$ cat src/rtl/slm_pkg.sv
// Package for the slope limiter select block: widths, fixed-point constants,
// limiter mode codes and the pipeline item type. No dependencies.
package slm_pkg;

  localparam int DATA_WIDTH = 32;
  localparam int FRAC_BITS  = 16;
  localparam int MODE_W     = 3;

  localparam int DIV_STEPS = FRAC_BITS + 1;
  localparam int REM_W     = 2 * FRAC_BITS + 2;
  localparam int CMP_W     = DATA_WIDTH + FRAC_BITS + 1;
  localparam int QUO_W     = FRAC_BITS + 2;

  localparam logic [DATA_WIDTH-1:0] FX_HALF  = DATA_WIDTH'(1) << (FRAC_BITS - 1);
  localparam logic [DATA_WIDTH-1:0] FX_ONE   = DATA_WIDTH'(1) << FRAC_BITS;
  localparam logic [DATA_WIDTH-1:0] FX_TWO   = DATA_WIDTH'(2) << FRAC_BITS;
  localparam logic [DATA_WIDTH-1:0] FX_THREE = DATA_WIDTH'(3) << FRAC_BITS;

  localparam logic [REM_W-1:0] VL_NUM = REM_W'(1) << (2 * FRAC_BITS + 1);
  localparam logic [QUO_W-1:0] VL_TWO = QUO_W'(1) << (FRAC_BITS + 1);

  localparam logic [MODE_W-1:0] MODE_MINMOD   = 3'd0;
  localparam logic [MODE_W-1:0] MODE_VANLEER  = 3'd1;
  localparam logic [MODE_W-1:0] MODE_SUPERBEE = 3'd2;
  localparam logic [MODE_W-1:0] MODE_MC       = 3'd3;
  localparam logic [MODE_W-1:0] MODE_PASS     = 3'd4;

  typedef struct packed {
    logic [MODE_W-1:0]     mode;
    logic                  pos;
    logic [DATA_WIDTH-1:0] simple;
    logic [DATA_WIDTH-1:0] den;
    logic [REM_W-1:0]      rem;
    logic [QUO_W-1:0]      quo;
  } slm_item_t;

endpackage

$ cat src/rtl/slm_front.sv
// First pipeline stage: evaluates minmod, superbee, MC and passthrough and
// sets up the van Leer division. Depends on slm_pkg.
module slm_front (
  input  logic                           clk,
  input  logic                           rst_n,
  input  logic                           advance,
  input  logic                           in_vld,
  input  logic [slm_pkg::DATA_WIDTH-1:0] ratio,
  input  logic [slm_pkg::MODE_W-1:0]     mode,
  output logic                           out_vld,
  output slm_pkg::slm_item_t             out_item
);
  import slm_pkg::*;

  logic                  vld_r;
  slm_item_t             item_r;
  slm_item_t             item_nxt;
  logic                  pos;
  logic [DATA_WIDTH-1:0] dbl;
  logic [DATA_WIDTH-1:0] mm;
  logic [DATA_WIDTH-1:0] sb_a;
  logic [DATA_WIDTH-1:0] sb_b;
  logic [DATA_WIDTH-1:0] sb;
  logic [DATA_WIDTH-1:0] mc_m;
  logic [DATA_WIDTH-1:0] mc_h;
  logic [DATA_WIDTH-1:0] mc;
  logic [DATA_WIDTH-1:0] res;

  always_comb begin
    pos  = !ratio[DATA_WIDTH-1] && (ratio != '0);
    dbl  = {ratio[DATA_WIDTH-2:0], 1'b0};
    mm   = (ratio < FX_ONE) ? ratio : FX_ONE;
    sb_a = (ratio >= FX_HALF) ? FX_ONE : dbl;
    sb_b = (ratio < FX_TWO) ? ratio : FX_TWO;
    sb   = (sb_a > sb_b) ? sb_a : sb_b;
    mc_m = (ratio < FX_ONE) ? dbl : FX_TWO;
    mc_h = (FX_ONE + ratio) >> 1;
    mc   = ((ratio < FX_THREE) && (mc_h < mc_m)) ? mc_h : mc_m;

    case (mode)
      MODE_SUPERBEE: res = sb;
      MODE_MC:       res = mc;
      MODE_PASS:     res = ratio;
      default:       res = mm;
    endcase
    if (!pos && (mode != MODE_PASS)) begin
      res = '0;
    end

    item_nxt.mode   = mode;
    item_nxt.pos    = pos;
    item_nxt.simple = res;
    item_nxt.den    = FX_ONE + ratio;
    item_nxt.rem    = VL_NUM;
    item_nxt.quo    = '0;
  end

  always_ff @(posedge clk) begin
    if (!rst_n) begin
      vld_r <= 1'b0;
    end else if (advance) begin
      vld_r <= in_vld;
    end
  end

  always_ff @(posedge clk) begin
    if (advance) begin
      item_r <= item_nxt;
    end
  end

  assign out_vld  = vld_r;
  assign out_item = item_r;

endmodule

$ cat src/rtl/slm_divider.sv
// Restoring divider for the van Leer quotient, one quotient bit per stage.
// Depends on slm_pkg.
module slm_divider (
  input  logic               clk,
  input  logic               rst_n,
  input  logic               advance,
  input  logic               in_vld,
  input  slm_pkg::slm_item_t in_item,
  output logic               out_vld,
  output slm_pkg::slm_item_t out_item
);
  import slm_pkg::*;

  logic      vld_r  [DIV_STEPS];
  slm_item_t item_r [DIV_STEPS];

  for (genvar k = 0; k < DIV_STEPS; k++) begin : g_step
    localparam int SH = FRAC_BITS - k;
    logic      src_vld;
    slm_item_t src;
    slm_item_t item_nxt;
    logic [CMP_W-1:0] rem_x;
    logic [CMP_W-1:0] dvs;
    logic [CMP_W-1:0] diff;

    if (k == 0) begin : g_first
      assign src_vld = in_vld;
      assign src     = in_item;
    end else begin : g_next
      assign src_vld = vld_r[k-1];
      assign src     = item_r[k-1];
    end

    always_comb begin
      rem_x    = CMP_W'(src.rem);
      dvs      = CMP_W'(src.den) << SH;
      diff     = rem_x - dvs;
      item_nxt = src;
      if (rem_x >= dvs) begin
        item_nxt.rem = diff[REM_W-1:0];
        item_nxt.quo = src.quo | (QUO_W'(1) << SH);
      end
    end

    always_ff @(posedge clk) begin
      if (!rst_n) begin
        vld_r[k] <= 1'b0;
      end else if (advance) begin
        vld_r[k] <= src_vld;
      end
    end

    always_ff @(posedge clk) begin
      if (advance) begin
        item_r[k] <= item_nxt;
      end
    end
  end

  assign out_vld  = vld_r[DIV_STEPS-1];
  assign out_item = item_r[DIV_STEPS-1];

endmodule

$ cat src/rtl/slope_limiter_select.sv
// Top level of the slope limiter select block: mode register, front stage,
// van Leer divider pipeline and output register. Depends on slm_pkg,
// slm_front and slm_divider.
//
//   channel  ports                              direction
//   in       in_valid, in_stall, in_ratio       request in
//   out      out_valid, out_stall, out_phi      request out
//   cfg      cfg_wr_en, cfg_wr_data             mode write
//
// One request enters per cycle while in_stall is low; the pipeline is the front stage,
// one divider stage per van Leer quotient bit and the output register.
// Reset clears all valid bits and sets the mode to minmod.
// A stall on a valid output freezes the whole pipeline; in_stall follows it.
module slope_limiter_select (
  input  logic                                  clk,
  input  logic                                  rst_n,
  input  logic                                  in_valid,
  output logic                                  in_stall,
  input  logic signed [slm_pkg::DATA_WIDTH-1:0] in_ratio,
  output logic                                  out_valid,
  input  logic                                  out_stall,
  output logic signed [slm_pkg::DATA_WIDTH-1:0] out_phi,
  input  logic                                  cfg_wr_en,
  input  logic [slm_pkg::MODE_W-1:0]            cfg_wr_data
);
  import slm_pkg::*;

  logic [MODE_W-1:0]     mode_r;
  logic                  advance;
  logic                  fr_vld;
  slm_item_t             fr_item;
  logic                  dv_vld;
  slm_item_t             dv_item;
  logic [QUO_W-1:0]      q_ceil;
  logic [QUO_W-1:0]      vl;
  logic [DATA_WIDTH-1:0] phi_nxt;
  logic                  out_valid_r;
  logic [DATA_WIDTH-1:0] out_phi_r;

  assign advance  = !(out_valid_r && out_stall);
  assign in_stall = !advance;

  always_ff @(posedge clk) begin
    if (!rst_n) begin
      mode_r <= MODE_MINMOD;
    end else if (cfg_wr_en) begin
      mode_r <= cfg_wr_data;
    end
  end

  slm_front u_front (
    .clk      (clk),
    .rst_n    (rst_n),
    .advance  (advance),
    .in_vld   (in_valid),
    .ratio    (in_ratio),
    .mode     (mode_r),
    .out_vld  (fr_vld),
    .out_item (fr_item)
  );

  slm_divider u_div (
    .clk      (clk),
    .rst_n    (rst_n),
    .advance  (advance),
    .in_vld   (fr_vld),
    .in_item  (fr_item),
    .out_vld  (dv_vld),
    .out_item (dv_item)
  );

  always_comb begin
    q_ceil = dv_item.quo + QUO_W'(dv_item.rem != '0);
    vl     = VL_TWO - q_ceil;
    if (dv_item.mode == MODE_VANLEER) begin
      phi_nxt = dv_item.pos ? DATA_WIDTH'(vl) : '0;
    end else begin
      phi_nxt = dv_item.simple;
    end
  end

  always_ff @(posedge clk) begin
    if (!rst_n) begin
      out_valid_r <= 1'b0;
    end else if (advance) begin
      out_valid_r <= dv_vld;
    end
  end

  always_ff @(posedge clk) begin
    if (advance) begin
      out_phi_r <= phi_nxt;
    end
  end

  assign out_valid = out_valid_r;
  assign out_phi   = out_phi_r;

endmodule
$ cat config.mk
export PLATFORM = sky130hd
export DESIGN_NAME = slope_limiter_select
export DESIGN_NICKNAME = d
export VERILOG_FILES = /design/src/rtl/slm_pkg.sv /design/src/rtl/slm_front.sv /design/src/rtl/slm_divider.sv /design/src/rtl/slope_limiter_select.sv
export SDC_FILE = /design/constraint.sdc
export NUM_CORES = 2
export LEC_CHECK = 0
export BUFFER_PORTS_ARGS = -buffer_cell sky130_fd_sc_hd__buf_2
export CELL_PAD_IN_SITES_DETAIL_PLACEMENT = 0
export CELL_PAD_IN_SITES_GLOBAL_PLACEMENT = 2
export CORE_MARGIN = 2
export CORE_UTILIZATION = 40
export DETAILED_ROUTE_END_ITERATION = 8
export PLACE_DENSITY_LB_ADDON = 0.12
export SKIP_CTS_REPAIR_TIMING = 1
export SYNTH_ARGS = -nofsm -noshare
export SYNTH_HDL_FRONTEND = slang
export SYNTH_HIERARCHICAL = 1
export SYNTH_SLANG_ARGS = --single-unit
$ cat constraint.sdc
create_clock -name clk -period 125.8 [get_ports clk]
set_clock_uncertainty 0.1 [all_clocks]
set_input_delay 31.45 -clock clk [delete_from_list [all_inputs] [get_ports clk]]
set_output_delay 31.45 -clock clk [all_outputs]
set_load 0.005 [all_outputs]
### Word level (Yosys, flattened, before mapping)

Memory sizes are Yosys's and may differ from the RTL's. A register that Yosys moved wholly into a read port is not among the register bits.
Index checks and enable logic that the tools add are counted.

* register bits after elaboration: 104
* bits in latches: 0
* RAM bits: 2057
* bits in read-only memories: 0
* bits of input ports: 40
* output and inout bits: 34
* word-level logic and storage cells: 131
* memories kept: 2

* $add $sub $neg: 20
* $mul: 0
* divide/modulo/power cells: 0
* magnitude comparators: 23
* eq/ne operators: 5
* shift operators: 0
* muxes and demuxes: 47
* bitwise logic cells: 17
* reduce and logical (&&, ||, !) cells: 10

Memories
* u_div.item_r: depth 17, bits a word 120, read ports 17, clocked after Yosys merged registers in 0, write ports 17, line slm_divider.sv:15 `slm_item_t item_r [DIV_STEPS];`
* u_div.vld_r: depth 17, bits a word 1, read ports 17, clocked after Yosys merged registers in 1, write ports 17, line slm_divider.sv:14 `logic vld_r [DIV_STEPS];`

Operators by type and width (count)
* 52-bit 2-to-1 mux: 17
* 34-bit subtractor: 14
* 32-bit 2-to-1 mux: 7
* 32-bit one-hot mux with 3 select lines: 1
* 32-bit by 18-bit less-than comparator with 1-bit output (second input constant): 2
* 34-bit by 48-bit >= comparator with 1-bit output (first input constant): 1
* 34-bit by 47-bit >= comparator with 1-bit output: 1
* 34-bit by 46-bit >= comparator with 1-bit output: 1
* 34-bit by 45-bit >= comparator with 1-bit output: 1
* 34-bit by 44-bit >= comparator with 1-bit output: 1
* 34-bit by 43-bit >= comparator with 1-bit output: 1
* 34-bit by 42-bit >= comparator with 1-bit output: 1
* 34-bit by 41-bit >= comparator with 1-bit output: 1
* 34-bit by 40-bit >= comparator with 1-bit output: 1
* 34-bit by 39-bit >= comparator with 1-bit output: 1
* 34-bit by 38-bit >= comparator with 1-bit output: 1
* 34-bit by 37-bit >= comparator with 1-bit output: 1
* 34-bit by 36-bit >= comparator with 1-bit output: 1
* 34-bit by 35-bit >= comparator with 1-bit output: 1
* 34-bit by 32-bit >= comparator with 1-bit output: 1
* 34-bit by 33-bit >= comparator with 1-bit output: 1
* 34-bit >= comparator: 1
* 34-bit nonzero test: 1
* 34-bit by 32-bit subtractor with 34-bit output: 1
* other kinds (19): 62

### Depth between registers and ports, before layout

* depth in word-level cells: 6
* depth in mapped cells: 17
* depth with buffers taken out: 14

### By module

The synthesis kept the hierarchy.

By module, submodules not included
* slm_divider: times used 1, cells each 6332, area an instance 90209.0 sq um, seq. area each 61759.2 sq um
* slm_front: times used 1, cells each 519, area an instance 5425.2 sq um, seq. area each 2062.0 sq um
* slope_limiter_select: times used 1, cells each 240, area an instance 2409.8 sq um, seq. area each 1041.0 sq um

### Worst setup path before layout

No wires, ideal clock.

* kind: input port to output port
* from: in out_stall
* to: out in_stall
* arrival: 79.411 ns
* required time: 94.250 ns
* setup slack: 14.839 ns
* stages: 2
* path buffers: 0
* cells stage by stage: nand2_1 > inv_1

* cells in the longest elaborated chain, start to end: 1

RTL lines
* from (decl): line slope_limiter_select.sv:21 `input logic out_stall,`
* 1-bit logical AND: line slope_limiter_select.sv:40 `assign advance = !(out_valid_r && out_stall);`
* to (decl): line slope_limiter_select.sv:18 `output logic in_stall,`

Every way passes these cells.

### Final worst setup path

Same ends and word-level chain as after synthesis.

==> qor_table.md <==
| Result | Reported | Unit |
| --- | --- | --- |
| Post-detailed-route count of antenna-violating nets | 0 | - |
| Layout overhead on the synthesized area | 12.3 | % |
| Largest vdd supply drop | 0.0134 | mV |
| Number of DRC markers in iteration 0 | 3622 | - |
| Post-placement setup slack | 61.71 | ns |
| Status | finished, final reports clean | - |
| Iteration count of the initial detailed-routing pass | 6 | - |
| Placed Area | 101000 | sq um |
| Initial core utilization | 40.3 | % |
| Chip Height | 497 | um |
| Crit-path max cell delay | 0.60 | ns |
| Crit-path slowest cell | sky130_fd_sc_hd__nand2_4 | - |
| Finish-stage setup viols | 0 | - |
| Worst-case setup margin in the final layout | 61.79 | ns |
| IO Count | 74 | - |
| Clock root cell | sky130_fd_sc_hd__clkbuf_16 | - |
| Cells along the critical path | buf_2 -> nand2_4 -> inv_1 -> buf_2 | - |
| Maximum number of pins on one net before global-route repair | 178 | - |
| Total CTS buffers | 228 | - |
| Type of the worst min-delay path | reg -> reg | - |
| Level count of the clock H-tree | 4 | - |
| Critical Path Source Type | input port | - |
| Wire length of the first global-routing pass | 316000 | um |
| Max FO, Critical Path | 67 | - |
| Clock Path Buffers | 3 | - |
| GR Overflow Total | 0 | - |
| Cell count of the worst reg-to-reg path | 6 | - |
| All-layer global routing usage | 16.5 | % |
| Worst setup EP type | output port | - |
| Placer congestion estimate | 0.832 | - |
| Number of core rows | 180 | - |
| Shortest clock period the worst path allows after layout | 64.01 | ns |
| Start-to-end type of the worst setup path | in -> out | - |
| Cell leakage power | 0.0447 | uW |
| Crit path from | out_stall | - |
| Final routed wire length divided by cell count | 19.0 | um |
| Clock tree from TritonCTS | yes | - |
| Number of pins with negative max-slew slack in the final report | 0 | - |
| Total die area | 247000 | sq um |
| Data arrival at the endpoint of the critical path | 32.46 | ns |
| Final critical-path share of the clock period | 50.9 | % |
| RSZ-0062 raised after global routing | false | - |
| Required @ worst endpoint | 94.25 | ns |
| Worst-path clk slew | 0.07 | ns |
| Worst slew pin tran | 1.33 | ns |
| Termination of the worst setup path | in_stall | - |
| Total vias in the final route | 54145 | - |
| Critical R2R Capture | u_div/item_r[6][43]$_DFFE_PP_ | - |
| Final hold vios | 0 | - |
| Max-cap violation count | 0 | - |
| DR vias/cell | 5.06 | - |
| Total power draw | 1870 | uW |
| Most common cell type on the critical path | sky130_fd_sc_hd__buf_2 | - |
| Number of port buffers | 73 | - |
| Vias in the first global route | 53943 | - |
| Design area | 109000 | sq um |
| Detailed Place HPWL | 148000 | um |
| Clock latency at the later pin of the worst-skew pair | 0.90 | ns |
| Setup TNS after final layout | 0 | ns |
| Fraction of final layout cells with drive strength greater than 1 | 9.70 | % |
| Worst slew margin | 10.9 | % |
| Number of antenna violations at the first check in global routing | 6 | - |
| Origin of the critical flop-to-flop path | out_valid$_SDFFE_PN0N_ | - |
| Post-synthesis cell area | 97100 | sq um |
| Total power divided by cell area | 17.2 | nW/um^2 |
| Warnings, synthesis | 6 | - |
| Syn_area_per_cell | 13.8 | sq um |
| Nets | 7894 | - |
| Detailed Route WL | 203000 | um |
| R2R Setup Slk | 120.08 | ns |
| Die width | 497 | um |
| Std-Cell Core Area | 241000 | sq um |
| Drc violations | 0 | - |
| Syn Inst Count | 7059 | - |
| Clock sink count | 2130 | - |
| Max Fclk | 15.6 | MHz |
[per-stage QoR]
step	std cells	hold WS (ns)	util (%)
3_3_place_gp	10272	0.300	42.1
4_1_cts	10691	0.279	45.2
6_report	10692	0.289	45.2
2_1_floorplan	7148	0.300	-
3_5_place_dp	10272	0.305	42.1
5_1_grt	10692	0.275	45.2
[how the worst min path moves through the flow]
stage / endpoint / slack (ns) / startpoint / cells after the start
2_1_floorplan: u_div/item_r[0][100]$_DFFE_PP_ / 0.30 / u_front/out_item[100]$_SDFFCE_PP0P_ / 0
3_3_place_gp: u_div/item_r[4][17]$_DFFE_PP_ / 0.30 / u_div/item_r[3][17]$_DFFE_PP_ / 0
3_5_place_dp: u_div/item_r[0][117]$_DFFE_PP_ / 0.30 / u_front/out_item[117]$_DFFE_PP_ / 0
4_1_cts: u_div/item_r[3][92]$_DFFE_PP_ / 0.28 / u_div/item_r[2][92]$_DFFE_PP_ / 0
5_1_grt: u_div/item_r[16][9]$_DFFE_PP_ / 0.28 / u_div/item_r[15][9]$_DFFE_PP_ / 0
6_report: u_div/item_r[16][9]$_DFFE_PP_ / 0.29 / u_div/item_r[15][9]$_DFFE_PP_ / 0
[power breakdown]
group	switching (uW)	internal, uW	leakage, uW
clock	283	390	0.00368
sequential	33.8	853	0.0235
combinational	181	130	0.0175
[final cells by class]
| class | count | area, sq um |
|---|---|---|
| Sequential cell | 2130 | 63900 |
| Clock inverter | 160 | 1840 |
| Clock buffer | 259 | 5820 |
| Fill cell | 21614 | 132000 |
| Antenna cell | 1 | 2.50 |
| Timing Repair Buffer | 127 | 821 |
| Tap cell | 3185 | 3990 |
| Inverter | 585 | 2200 |
| Multi-Input combinational cell | 4245 | 30400 |
[critical path: cells and delay by family]
kind | cells | cell delay (ns)
buf+inv | 3 | 0.41
simple gates | 1 | 0.60
[per-layer routing]
metal	wire, um	share of wire [%]	track usage (%)
met1	93300	46	22.1
met2	97500	48	27.3
met3	6000	3.0	2.26
met4	6230	3.1	5.71
met5	0	0	0
[flip-flops by register name, indices dropped and copies added (netlist names)]
register	cells
mode_r	3
u_front/out_vld	1
out_valid	1
u_div/vld_r	17
u_div/item_r	2008
u_front/out_item	68
out_phi	32
[placed cells by master (no fill, tap or decap), types with 71 or more instances in the layout]
master and n:
sky130_fd_sc_hd__edfxtp_1 2124, sky130_fd_sc_hd__inv_1 584, sky130_fd_sc_hd__ha_1 520, sky130_fd_sc_hd__nand2_1 495
sky130_fd_sc_hd__o21ai_0 415, sky130_fd_sc_hd__a21oi_1 398, sky130_fd_sc_hd__nor2_1 243, sky130_fd_sc_hd__a21o_1 232
sky130_fd_sc_hd__clkbuf_16 228, sky130_fd_sc_hd__xnor2_1 217, sky130_fd_sc_hd__xor2_1 163, sky130_fd_sc_hd__mux2_2 151
sky130_fd_sc_hd__nand3_1 92, sky130_fd_sc_hd__conb_1 91, sky130_fd_sc_hd__nand2b_1 84, sky130_fd_sc_hd__nand4_1 83
sky130_fd_sc_hd__buf_2 73, sky130_fd_sc_hd__nor4_1 71
Power figures use the tool's default switching activity.
